--- src/sv/mcg_pkg.sv ---
// shared types and constants for the midpoint circle generator
package mcg_pkg;

  localparam int COORD_BITS  = 11;
  localparam int RADIUS_BITS = 10;
  localparam int DEC_BITS    = RADIUS_BITS + 3;
  localparam int PIX_BITS    = 13;

  localparam int Q_DEPTH     = 2;
  localparam int Q_PTR_BITS  = (Q_DEPTH > 1) ? $clog2(Q_DEPTH) : 1;
  localparam int Q_CNT_BITS  = $clog2(Q_DEPTH + 1);

  typedef enum logic {
    KIND_START   = 1'b0,
    KIND_ADVANCE = 1'b1
  } kind_t;

  typedef enum logic [2:0] {
    OCT_0 = 3'd0,
    OCT_1 = 3'd1,
    OCT_2 = 3'd2,
    OCT_3 = 3'd3,
    OCT_4 = 3'd4,
    OCT_5 = 3'd5,
    OCT_6 = 3'd6,
    OCT_7 = 3'd7
  } oct_t;

  // one step of the circle, handed from front to back
  typedef struct packed {
    logic [COORD_BITS-1:0]  origin_x;
    logic [COORD_BITS-1:0]  origin_y;
    logic [RADIUS_BITS-1:0] offset_x;
    logic [RADIUS_BITS-1:0] offset_y;
    logic                   done;
  } step_t;

  // queue handshake between the parts
  typedef struct packed {
    logic empty;
    logic full;
  } q_status_t;

endpackage

--- src/sv/mcg_front.sv ---
// front part: accepts items, runs the midpoint step and queues each step
module mcg_front (
  input  logic                           clk,
  input  logic                           rst_n,
  input  logic                           in_valid,
  output logic                           in_stall,
  input  logic                           in_kind,
  input  logic [mcg_pkg::COORD_BITS-1:0]  in_center_x,
  input  logic [mcg_pkg::COORD_BITS-1:0]  in_center_y,
  input  logic [mcg_pkg::RADIUS_BITS-1:0] in_radius,
  input  mcg_pkg::q_status_t             q_status,
  output logic                           q_push,
  output mcg_pkg::step_t                 q_wdata
);
  import mcg_pkg::*;

  logic [RADIUS_BITS-1:0] offset_x_r, offset_x_nxt;
  logic [RADIUS_BITS-1:0] offset_y_r, offset_y_nxt;
  logic [DEC_BITS-1:0]    decision_r, decision_nxt;
  logic [COORD_BITS-1:0]  origin_x_r, origin_x_nxt;
  logic [COORD_BITS-1:0]  origin_y_r, origin_y_nxt;
  logic                   active_r, active_nxt;
  logic                   accept;
  logic                   start;
  logic [DEC_BITS-1:0]    x2, y2;

  assign in_stall = q_status.full;
  assign accept   = in_valid && !in_stall;
  assign start    = (in_kind == KIND_START);
  assign x2       = DEC_BITS'({offset_x_r, 1'b0});
  assign y2       = DEC_BITS'({offset_y_r, 1'b0});

  always_comb begin
    offset_x_nxt = offset_x_r;
    offset_y_nxt = offset_y_r;
    decision_nxt = decision_r;
    origin_x_nxt = origin_x_r;
    origin_y_nxt = origin_y_r;
    q_push       = 1'b0;
    if (accept && start) begin
      origin_x_nxt = in_center_x;
      origin_y_nxt = in_center_y;
      offset_x_nxt = '0;
      offset_y_nxt = in_radius;
      decision_nxt = DEC_BITS'(1) - DEC_BITS'(in_radius);
      q_push       = 1'b1;
    end else if (accept && active_r) begin
      if (decision_r[DEC_BITS-1]) begin
        decision_nxt = decision_r + x2 + DEC_BITS'(3);
      end else begin
        decision_nxt = decision_r + x2 - y2 + DEC_BITS'(5);
        offset_y_nxt = offset_y_r - RADIUS_BITS'(1);
      end
      offset_x_nxt = offset_x_r + RADIUS_BITS'(1);
      q_push       = 1'b1;
    end
    active_nxt = offset_x_nxt < offset_y_nxt;
  end

  always_comb begin
    q_wdata.origin_x = origin_x_nxt;
    q_wdata.origin_y = origin_y_nxt;
    q_wdata.offset_x = offset_x_nxt;
    q_wdata.offset_y = offset_y_nxt;
    q_wdata.done     = !active_nxt;
  end

  always_ff @(posedge clk) begin
    if (!rst_n) begin
      offset_x_r <= '0;
      offset_y_r <= '0;
      decision_r <= '0;
      origin_x_r <= '0;
      origin_y_r <= '0;
      active_r   <= 1'b0;
    end else begin
      offset_x_r <= offset_x_nxt;
      offset_y_r <= offset_y_nxt;
      decision_r <= decision_nxt;
      origin_x_r <= origin_x_nxt;
      origin_y_r <= origin_y_nxt;
      // an inactive advance leaves everything as is
      if (q_push) begin
        active_r <= active_nxt;
      end
    end
  end

endmodule

--- src/sv/mcg_queue.sv ---
// short step queue between front and back
module mcg_queue (
  input  logic               clk,
  input  logic               rst_n,
  input  logic               push,
  input  mcg_pkg::step_t     wdata,
  input  logic               pop,
  output mcg_pkg::step_t     rdata,
  output mcg_pkg::q_status_t status
);
  import mcg_pkg::*;

  step_t                 entry_r [Q_DEPTH];
  logic [Q_PTR_BITS-1:0] wr_ptr_r, rd_ptr_r;
  logic [Q_CNT_BITS-1:0] count_r;
  logic                  do_push, do_pop;

  assign status.empty = (count_r == '0);
  assign status.full  = (count_r == Q_CNT_BITS'(Q_DEPTH));
  assign do_push      = push && !status.full;
  assign do_pop       = pop && !status.empty;
  assign rdata        = entry_r[rd_ptr_r];

  always_ff @(posedge clk) begin
    if (do_push) begin
      entry_r[wr_ptr_r] <= wdata;
    end
  end

  always_ff @(posedge clk) begin
    if (!rst_n) begin
      wr_ptr_r <= '0;
      rd_ptr_r <= '0;
      count_r  <= '0;
    end else begin
      if (do_push) begin
        wr_ptr_r <= (wr_ptr_r == Q_PTR_BITS'(Q_DEPTH - 1)) ? '0 : wr_ptr_r + Q_PTR_BITS'(1);
      end
      if (do_pop) begin
        rd_ptr_r <= (rd_ptr_r == Q_PTR_BITS'(Q_DEPTH - 1)) ? '0 : rd_ptr_r + Q_PTR_BITS'(1);
      end
      if (do_push && !do_pop) begin
        count_r <= count_r + Q_CNT_BITS'(1);
      end else if (do_pop && !do_push) begin
        count_r <= count_r - Q_CNT_BITS'(1);
      end
    end
  end

endmodule

--- src/sv/mcg_back.sv ---
// back part: walks the eight symmetric points of each queued step
module mcg_back (
  input  logic                                clk,
  input  logic                                rst_n,
  input  mcg_pkg::q_status_t                  q_status,
  input  mcg_pkg::step_t                      q_rdata,
  output logic                                q_pop,
  output logic                                out_valid,
  input  logic                                out_stall,
  output logic signed [mcg_pkg::PIX_BITS-1:0] out_pixel_x,
  output logic signed [mcg_pkg::PIX_BITS-1:0] out_pixel_y,
  output logic [2:0]                          out_octant,
  output logic                                out_last_of_step,
  output logic                                out_circle_done
);
  import mcg_pkg::*;

  step_t               cur_r;
  logic                cur_valid_r;
  oct_t                idx_r;
  logic                out_valid_r;
  logic [PIX_BITS-1:0] pix_x_r, pix_y_r;
  oct_t                oct_r;
  logic                last_r, done_r;

  logic                load;
  logic                step_end;
  logic [PIX_BITS-1:0] cx, cy, ox, oy, px, py;

  assign load     = cur_valid_r && (!out_valid_r || !out_stall);
  assign step_end = load && (idx_r == OCT_7);
  assign q_pop    = (!cur_valid_r || step_end) && !q_status.empty;

  assign cx = PIX_BITS'(cur_r.origin_x);
  assign cy = PIX_BITS'(cur_r.origin_y);
  assign ox = PIX_BITS'(cur_r.offset_x);
  assign oy = PIX_BITS'(cur_r.offset_y);

  always_comb begin
    case (idx_r)
      OCT_0: begin px = cx + ox; py = cy + oy; end
      OCT_1: begin px = cx + oy; py = cy + ox; end
      OCT_2: begin px = cx + oy; py = cy - ox; end
      OCT_3: begin px = cx + ox; py = cy - oy; end
      OCT_4: begin px = cx - ox; py = cy - oy; end
      OCT_5: begin px = cx - oy; py = cy - ox; end
      OCT_6: begin px = cx - oy; py = cy + ox; end
      OCT_7: begin px = cx - ox; py = cy + oy; end
      default: begin px = cx; py = cy; end
    endcase
  end

  always_ff @(posedge clk) begin
    if (q_pop) begin
      cur_r <= q_rdata;
    end
    if (load) begin
      pix_x_r <= px;
      pix_y_r <= py;
      oct_r   <= idx_r;
      last_r  <= (idx_r == OCT_7);
      done_r  <= cur_r.done;
    end
  end

  always_ff @(posedge clk) begin
    if (!rst_n) begin
      cur_valid_r <= 1'b0;
      idx_r       <= OCT_0;
      out_valid_r <= 1'b0;
    end else begin
      if (q_pop) begin
        cur_valid_r <= 1'b1;
        idx_r       <= OCT_0;
      end else if (step_end) begin
        cur_valid_r <= 1'b0;
        idx_r       <= OCT_0;
      end else if (load) begin
        idx_r <= oct_t'(idx_r + 3'd1);
      end
      if (load) begin
        out_valid_r <= 1'b1;
      end else if (!out_stall) begin
        out_valid_r <= 1'b0;
      end
    end
  end

  assign out_valid        = out_valid_r;
  assign out_pixel_x      = signed'(pix_x_r);
  assign out_pixel_y      = signed'(pix_y_r);
  assign out_octant       = oct_r;
  assign out_last_of_step = last_r;
  assign out_circle_done  = done_r;

endmodule

--- src/sv/midpoint_circle_generator.sv ---
// midpoint circle generator top level: front, step queue and point back end
// first point of a step passes the queue entry, the back end's step register and the output register
// a step yields eight points on consecutive cycles unless the output stalls
// the single result port bounds how fast emitting items drain; an advance with no active circle yields no points
// the two-entry step queue lets up to two further items be taken while points drain
// synchronous active-low reset clears circle state, queue and output valid
module midpoint_circle_generator (
  input  logic                                clk,
  input  logic                                rst_n,
  input  logic                                in_valid,
  output logic                                in_stall,
  input  logic                                in_kind,
  input  logic [mcg_pkg::COORD_BITS-1:0]       in_center_x,
  input  logic [mcg_pkg::COORD_BITS-1:0]       in_center_y,
  input  logic [mcg_pkg::RADIUS_BITS-1:0]      in_radius,
  output logic                                out_valid,
  input  logic                                out_stall,
  output logic signed [mcg_pkg::PIX_BITS-1:0] out_pixel_x,
  output logic signed [mcg_pkg::PIX_BITS-1:0] out_pixel_y,
  output logic [2:0]                          out_octant,
  output logic                                out_last_of_step,
  output logic                                out_circle_done
);
  import mcg_pkg::*;

  q_status_t q_status;
  logic      q_push, q_pop;
  step_t     q_wdata, q_rdata;

  mcg_front u_front (
    .clk         (clk),
    .rst_n       (rst_n),
    .in_valid    (in_valid),
    .in_stall    (in_stall),
    .in_kind     (in_kind),
    .in_center_x (in_center_x),
    .in_center_y (in_center_y),
    .in_radius   (in_radius),
    .q_status    (q_status),
    .q_push      (q_push),
    .q_wdata     (q_wdata)
  );

  mcg_queue u_queue (
    .clk    (clk),
    .rst_n  (rst_n),
    .push   (q_push),
    .wdata  (q_wdata),
    .pop    (q_pop),
    .rdata  (q_rdata),
    .status (q_status)
  );

  mcg_back u_back (
    .clk              (clk),
    .rst_n            (rst_n),
    .q_status         (q_status),
    .q_rdata          (q_rdata),
    .q_pop            (q_pop),
    .out_valid        (out_valid),
    .out_stall        (out_stall),
    .out_pixel_x      (out_pixel_x),
    .out_pixel_y      (out_pixel_y),
    .out_octant       (out_octant),
    .out_last_of_step (out_last_of_step),
    .out_circle_done  (out_circle_done)
  );

endmodule

--- config.mk ---
export PLATFORM = sky130hd
export DESIGN_NAME = midpoint_circle_generator
export DESIGN_NICKNAME = d
export VERILOG_FILES = /design/src/sv/mcg_pkg.sv /design/src/sv/mcg_front.sv /design/src/sv/mcg_queue.sv /design/src/sv/mcg_back.sv /design/src/sv/midpoint_circle_generator.sv
export SDC_FILE = /design/constraint.sdc
export NUM_CORES = 1
export LEC_CHECK = 0
export ABC_CLOCK_PERIOD_IN_PS = 10400
export BUFFER_PORTS_ARGS = -buffer_cell sky130_fd_sc_hd__clkbuf_2
export CAP_MARGIN = 30
export CORE_ASPECT_RATIO = 1.5
export CORE_UTILIZATION = 30
export DETAILED_ROUTE_END_ITERATION = 10
export PLACE_DENSITY = 0.56
export SETUP_SLACK_MARGIN = 0.15
export SYNTH_ARGS = -nofsm -noshare
export SYNTH_HDL_FRONTEND = slang
export SYNTH_HIERARCHICAL = 1
export SYNTH_SLANG_ARGS = --single-unit
export TNS_END_PERCENT = 5
--- constraint.sdc ---
create_clock -name clk -period 10.4 [get_ports clk]
set_clock_uncertainty 0.05 [all_clocks]
set_input_delay 1.04 -clock clk [delete_from_list [all_inputs] [get_ports clk]]
set_output_delay 1.04 -clock clk [all_outputs]
set_load 0.005 [all_outputs]
* Yosys cells after proc, flatten, opt, wreduce, memory -nomap -nowiden
Memories as Yosys holds them, arrays and structs flattened. A register that Yosys moved wholly into a read port is not among the register bits.
Index checks and enable logic that the tools add are counted.
** Word-level totals
- Bits in registers :: 96
- Memory bits (writable) :: 86
- Input port bits :: 37
- Output and inout port bits :: 33
- Memories kept :: 1
** Cells by class
- Eq/ne operators :: 9
- Magnitude comparators :: 1
- Bitwise logic cells :: 2
- Mux-type cells :: 24
- $add $sub $neg :: 20
- Reductions and logical operators :: 34
** Memory list
- u_queue.entry_r :: words 2, width 43, rd ports 1, clocked after memory_dff 1, write ports 1, RTL line mcg_queue.sv:13 : step_t entry_r [Q_DEPTH];
** Operator list (number)
- $pmux W13 S4 :: 2
- $mux W10 :: 5
- $add A11 B10 Y12 :: 4
- $sub A11 B10 Y12 :: 4
- $mux W13 :: 3
- $mux W11 :: 2
- $reduce_or A2 Y1 :: 8
- $add A13 B11 Y13 :: 1
- $add A13 B2 Y13 const B :: 1
- $add A13 B3 Y13 const B :: 1
- $sub A13 B11 Y13 :: 1
- $eq A3 B3 Y1 const B :: 4
- $sub A1 B10 Y11 const A :: 1
- $add A10 B1 Y10 const B :: 1
- $logic_and A1 B1 Y1 :: 10
- $lt A10 B10 Y1 :: 1
- $mux W1 :: 10
- $sub A10 B1 Y10 const B :: 1
- $logic_not A1 Y1 :: 8
- $eq A3 B2 Y1 const B :: 2
- $reduce_bool A2 Y1 :: 3
- $mux W2 :: 2
- $add A3 B1 Y3 const B :: 1
- $eq A3 B1 Y1 const B :: 1
- 10 further kinds :: 13

* Longest topological paths before layout
- Depth after elaboration :: 11
- Gate-level depth with buffers :: 16
- Mapped depth without buffers :: 16

* By module
The synthesis kept the hierarchy.
** Modules (own cells, without submodules)
- mcg_back :: cells an instance 546, area an instance 5635.4 sq um, instances 1, sequential area each 2322.2 sq um
- mcg_front :: cells an instance 567, area an instance 4388.0 sq um, instances 1, sequential area each 1121.1 sq um
- mcg_queue :: cells an instance 159, area an instance 3335.7 sq um, instances 1, sequential area each 2682.6 sq um

* Worst setup path before layout
No wires, ideal clock.
- Path type :: input to register
- Start point :: input out_stall
- End point :: register u_queue.count_r[1]
- Required time :: 10.280 ns
- Stages :: 7
- Path buffers :: 0
- Setup time :: 0.070 ns
- Arrival :: 6.600 ns
- Setup slack :: 3.680 ns
- Cells stage by stage :: a21boi_1 > nand2_1 > a21oi_1 > o21ai_1 > ha_1 > or3_1 > a21boi_1
** Between the ends
- Cells in the longest elaborated chain, start to end :: 10
- Elaborated cells on any way between the ends :: 12
- Those cells by class :: 1 x mux; 11 x reduce/logical
** Ends and longest elaborated chain
- from (decl) :: RTL line midpoint_circle_generator.sv:17 : input logic out_stall,
- $logic_not A1 Y1 * :: RTL line mcg_back.sv:30 : assign load = cur_valid_r && (!out_valid_r || !out_stall);
- $logic_or A1 B1 Y1 * :: RTL line mcg_back.sv:30
- $logic_and A1 B1 Y1 * :: RTL line mcg_back.sv:30
- $logic_and A1 B1 Y1 * :: RTL line mcg_back.sv:31 : assign step_end = load && (idx_r == OCT_7);
- $logic_or A1 B1 Y1 * :: RTL line mcg_back.sv:32 : assign q_pop = (!cur_valid_r || step_end) && !q_status.empty;
- $logic_and A1 B1 Y1 * :: RTL line mcg_back.sv:32
- named net q_pop :: RTL line midpoint_circle_generator.sv:27 : logic q_push, q_pop;
- $logic_and A1 B1 Y1 * :: RTL line mcg_queue.sv:21 : assign do_pop = pop && !status.empty;
- $logic_not A1 Y1 :: RTL line mcg_queue.sv:42 : if (do_push && !do_pop) begin
- $logic_and A1 B1 Y1 :: RTL line mcg_queue.sv:42
- $mux W2 / $reduce_bool A2 Y1 (equally long branches)
- to (signal assigned) :: RTL line mcg_queue.sv:43 : count_r <= count_r + Q_CNT_BITS'(1);
- to (signal assigned) :: RTL line mcg_queue.sv:45 : count_r <= count_r - Q_CNT_BITS'(1);
- to (decl) :: RTL line mcg_queue.sv:15 : logic [Q_CNT_BITS-1:0] count_r;
Mark *: on every way through the listed nets, which the timed path passes. The rest lies on a longest branch.
A chain may end at the register's enable or synchronous reset.

* Final worst setup path
- Start point :: register u_front.offset_x_r[0]
- End point :: register u_front.decision_r[11]
** Between the ends
- Cells in the longest elaborated chain, start to end :: 6
- Elaborated cells on any way between the ends :: 7
- Those cells by class :: 4 x add/sub; 3 x mux
** Ends and longest elaborated chain
- from (decl) :: RTL line mcg_front.sv:17 : logic [RADIUS_BITS-1:0] offset_x_r, offset_x_nxt;
- from (signal assigned) :: RTL line mcg_front.sv:77 : offset_x_r <= offset_x_nxt;
- $add A13 B11 Y13 * :: RTL line mcg_front.sv:49, mcg_front.sv:51
- $sub A13 B11 Y13 :: RTL line mcg_front.sv:51 : decision_nxt = decision_r + x2 - y2 + DEC_BITS'(5);
- $add A13 B3 Y13 :: RTL line mcg_front.sv:51
- $mux W13 * :: RTL line mcg_front.sv:48 : if (decision_r[DEC_BITS-1]) begin
- $mux W13 * :: RTL line mcg_front.sv:47 : end else if (accept && active_r) begin
- $mux W13 * :: RTL line mcg_front.sv:40 : if (accept && start) begin
- to (signal assigned) :: RTL line mcg_front.sv:79 : decision_r <= decision_nxt;
- to (decl) :: RTL line mcg_front.sv:19 : logic [DEC_BITS-1:0] decision_r, decision_nxt;
Every way passes the cells marked *; elsewhere a longest branch is shown, timed or not. The select of a mux whose other input is x is not followed.

==> results.md <==
- Seq cells post-synth: around 230
- H-Tree Depth: 1
- Routed via count: 9,555
- Sw Ratio: 41.8%
- Sequential share of the synthesized area: 45.9%
- CTS tree: yes
- Vias in the first global route: 9,463
- WL/cell: ~17 um
- Row count: 94
- Worst r2r src: u_front/offset_x_r[0]
- Commonest non-fill, non-tap cell in the layout: edfxtp_1
- NetSw: 2.26 mW
- Non-Filler Instances: 1,936
- Tightest Pin Transition: about 1000 ps
- Pleak: 5.95 nW
- Inst Count DP: 1,895
- Seq pwr share: 28.6%
- DRC: 0
- Internal: 3.14 mW
- Chip height: 260 um
- Area Overhead vs Synth: 13.7%
- Max_cap viols: 0
- Arr. time, crit path: 4590 ps
- Post-cts resize count: 0
- Initial antenna violation count: 0
- Critical Path Source: u_front/offset_x_r[0]
- Syn nets: 1,429
- Post-Syn Area: about 13,000 sq um
- Reg2Reg Setup Slack: a little over 6000 ps
- Antenna Cells: 0
- IR drop worst, VDD: 0.000128 V
- Dpl hpwl: between 20,000 and 30,000 um
- Final setup violation count: 0
- Req. time, crit path: ~11,000 ps
- Reg clk slew, reported paths: approximately 60 ps
- Hold Crit Depth: 0
- Hold path startpoint: u_back/cur_r[0]
- Setup Buffers After CTS: 0
- Max Slew Vio Count: 0
- # port buffers: 69
- Logic pwr share: 55.9%
- # IOs: 70
- # clock sinks: around 230
- Setup CP Type: flop to flop
- Area of the die: between 40,000 and 50,000 sq um
- Clk root buf: clkbuf_16
- Via-per-instance ratio: 4.94
- Pre-Repair DR Iteration Count: 5
- Core area: 43,900 sq um
- Power Density: around 360 nW/um^2
- GP Congestion: 0.881
- Most frequent cells in the layout: edfxtp_1 (160), nand2_1 (147), ha_1 (112)
- HP Class: flop to flop
- CP startpoint kind: flop
- Final Hold Fails: 0
- Antenna Violating Nets Remaining: 0
- Critical Path Sink Type: flop
- Asr flop ratio synth: 0%
- Cells after synthesis: 1,272
- CTS Buffer Depth: 3
- Status: complete, no violations
- Initial Utilization: 30.5%
- Clock share of power: 15.5%
- Initial DRC Count: between 300 and 400
- Clk_lat worst skew: 510 ps
- Total Routing Usage GR: between 10% and 20%
- Post-synth EDFFs: between 150 and 200
- Hold endpoint: u_back/out_circle_done
- Worst-case reg-to-reg path depth: 15
- Minimum clock period: between 4000 and 5000 ps
- Syn_area_per_cell: 10.5 sq um
- Die Wd: 174 um
- Largest net degree at the start of global routing: 56
- Nets@finish: 1,501
- Slew HR: 33.0%
- Prevailing post-synth register cell: edfxtp_1
- Synthesis warning total: 6
- Total negative slack: 0 ps
- Drt total wl: 33,500 um
- Fmax: between 200 and 250 MHz
- Aggregate global routing overflow: 0
- First-pass GRT wire length: 52,100 um
- Unrepaired setup endpoints after global routing: no
- Synth cell types: 83
- CTS buffer count: 23
- Worst Path Max Fanout: 7
- Period utilisation layout: slightly above 40%
- Cts hold-fix bufs: 0
- Reg-to-reg endpoint: u_front/decision_r[11]
- Layout cells sized above 1: 14.2%
## area by class of cell
type                    count  area (sq um)
multi-input cells         941          6850
clock buffers              27           601
inverters                  71           267
clock inverters            14           163
flip-flops and latches    226          6130
repair buffers             81           460
well taps                 576           721
fillers                  4376         28700
## layer usage
| layer | vias to the layer above | share of wire (%) | global-route usage (%) | routed length, um |
|---|---|---|---|---|
| li1 | 4780 | - | - | - |
| met1 | 4509 | 41 | 16.8 | 13700 |
| met2 | 194 | 51 | 27.2 | 17100 |
| met3 | 72 | 3.6 | 1.82 | 1210 |
| met4 | 0 | 4.3 | 6.73 | 1430 |
| met5 | - | 0 | 0 | 0 |
## per-stage QoR
stage	hold slack (ps)	utilization [%]	area [sq um]	total power, mW	setup WS [ps]
finish	382	34.6	15200	5.39	6160
global route	397	34.6	15200	5.82	5790
CTS	388	34.6	15200	5.43	6170
detailed placement	372	32.9	14400	4.57	6200
global placement	375	32.8	14400	4.54	6250
floorplan	350	-	13400	3.75	3680
## synthesized netlist by cell type (all sizes together), types with 17 or more instances
cell type	number	area (sq um)
nand3	19	95.1
nand2b	17	106
a211oi	25	198
nor3	23	130
and2	42	263
clkbuf	25	93.8
nand2	148	563
nor2	76	285
inv	71	267
dfxtp	66	1320
xnor2	54	480
mux2	46	518
xor2	38	352
o21a	19	143
o21ai	85	429
ha	112	1400
edfxtp	160	4800
a21oi	59	307
## sequential cells by signal (all words and copies together), names as in the netlist, named ones only
name	cells
u_back/out_pixel_y	13
u_queue/entry_r	86
u_back/cur_r	43
u_back/cur_valid_r	1
u_back/out_octant	3
u_back/idx_r	3
u_back/out_valid	1
u_queue/wr_ptr_r	1
u_back/out_last_of_step	1
u_back/out_pixel_x	13
u_front/decision_r	13
u_front/active_r	1
u_front/origin_x_r	11
u_back/out_circle_done	1
u_front/offset_y_r	10
u_front/offset_x_r	10
u_queue/count_r	2
u_queue/rd_ptr_r	1
u_front/origin_y_r	11
## cell families (layout without fill, tap and decap cells)
kind of cell               Yosys count  count (layout)  synth area share [%]
and+or+nand+nor                    383             383                  13.9
AOI/OAI and AO/OA                  297             297                  15.0
DFF                                226             226                  45.9
adders and majority gates          120             120                  11.7
buffers and inverters              105             193                  3.14
xor gates and xnor gates            92              92                  6.23
muxes                               49              49                  4.10
## power groups by stage
stage	Sequential, mW	Combinational [mW]	Clock, mW
final	1.54	3.01	0.837
after global routing	1.57	3.35	0.899
after CTS	1.54	3.03	0.862
after detailed placement	1.56	3.01	0
after global placement	1.58	2.96	0
after floorplan	1.49	2.26	0
## worst max path at each step
| stage | endpoint | cells past startpoint | slack [ps] |
|---|---|---|---|
| 2_1_floorplan | u_queue/count_r[1] | 7 | 3680 |
| 3_3_place_gp | u_front/decision_r[11] | 15 | 6250 |
| 3_5_place_dp | u_front/decision_r[11] | 15 | 6200 |
| 4_1_cts | u_front/decision_r[11] | 15 | 6170 |
| 5_1_grt | u_front/decision_r[11] | 15 | 5790 |
| 6_report | u_front/decision_r[11] | 15 | 6160 |
## critical path, cell delays in order, from the launching register on
cell and delay (ps):
dfxtp_1 380, ha_1 280, fa_1 420, a211oi_2 320
nor2_1 100, xnor2_1 430, inv_1 100, ha_1 290
ha_1 350, o21ai_0 180, a21oi_1 80, o41ai_1 500
o21ai_0 220, xnor2_1 160, mux2i_1 80, o21a_1 170
(Power assumes the default switching activity.)
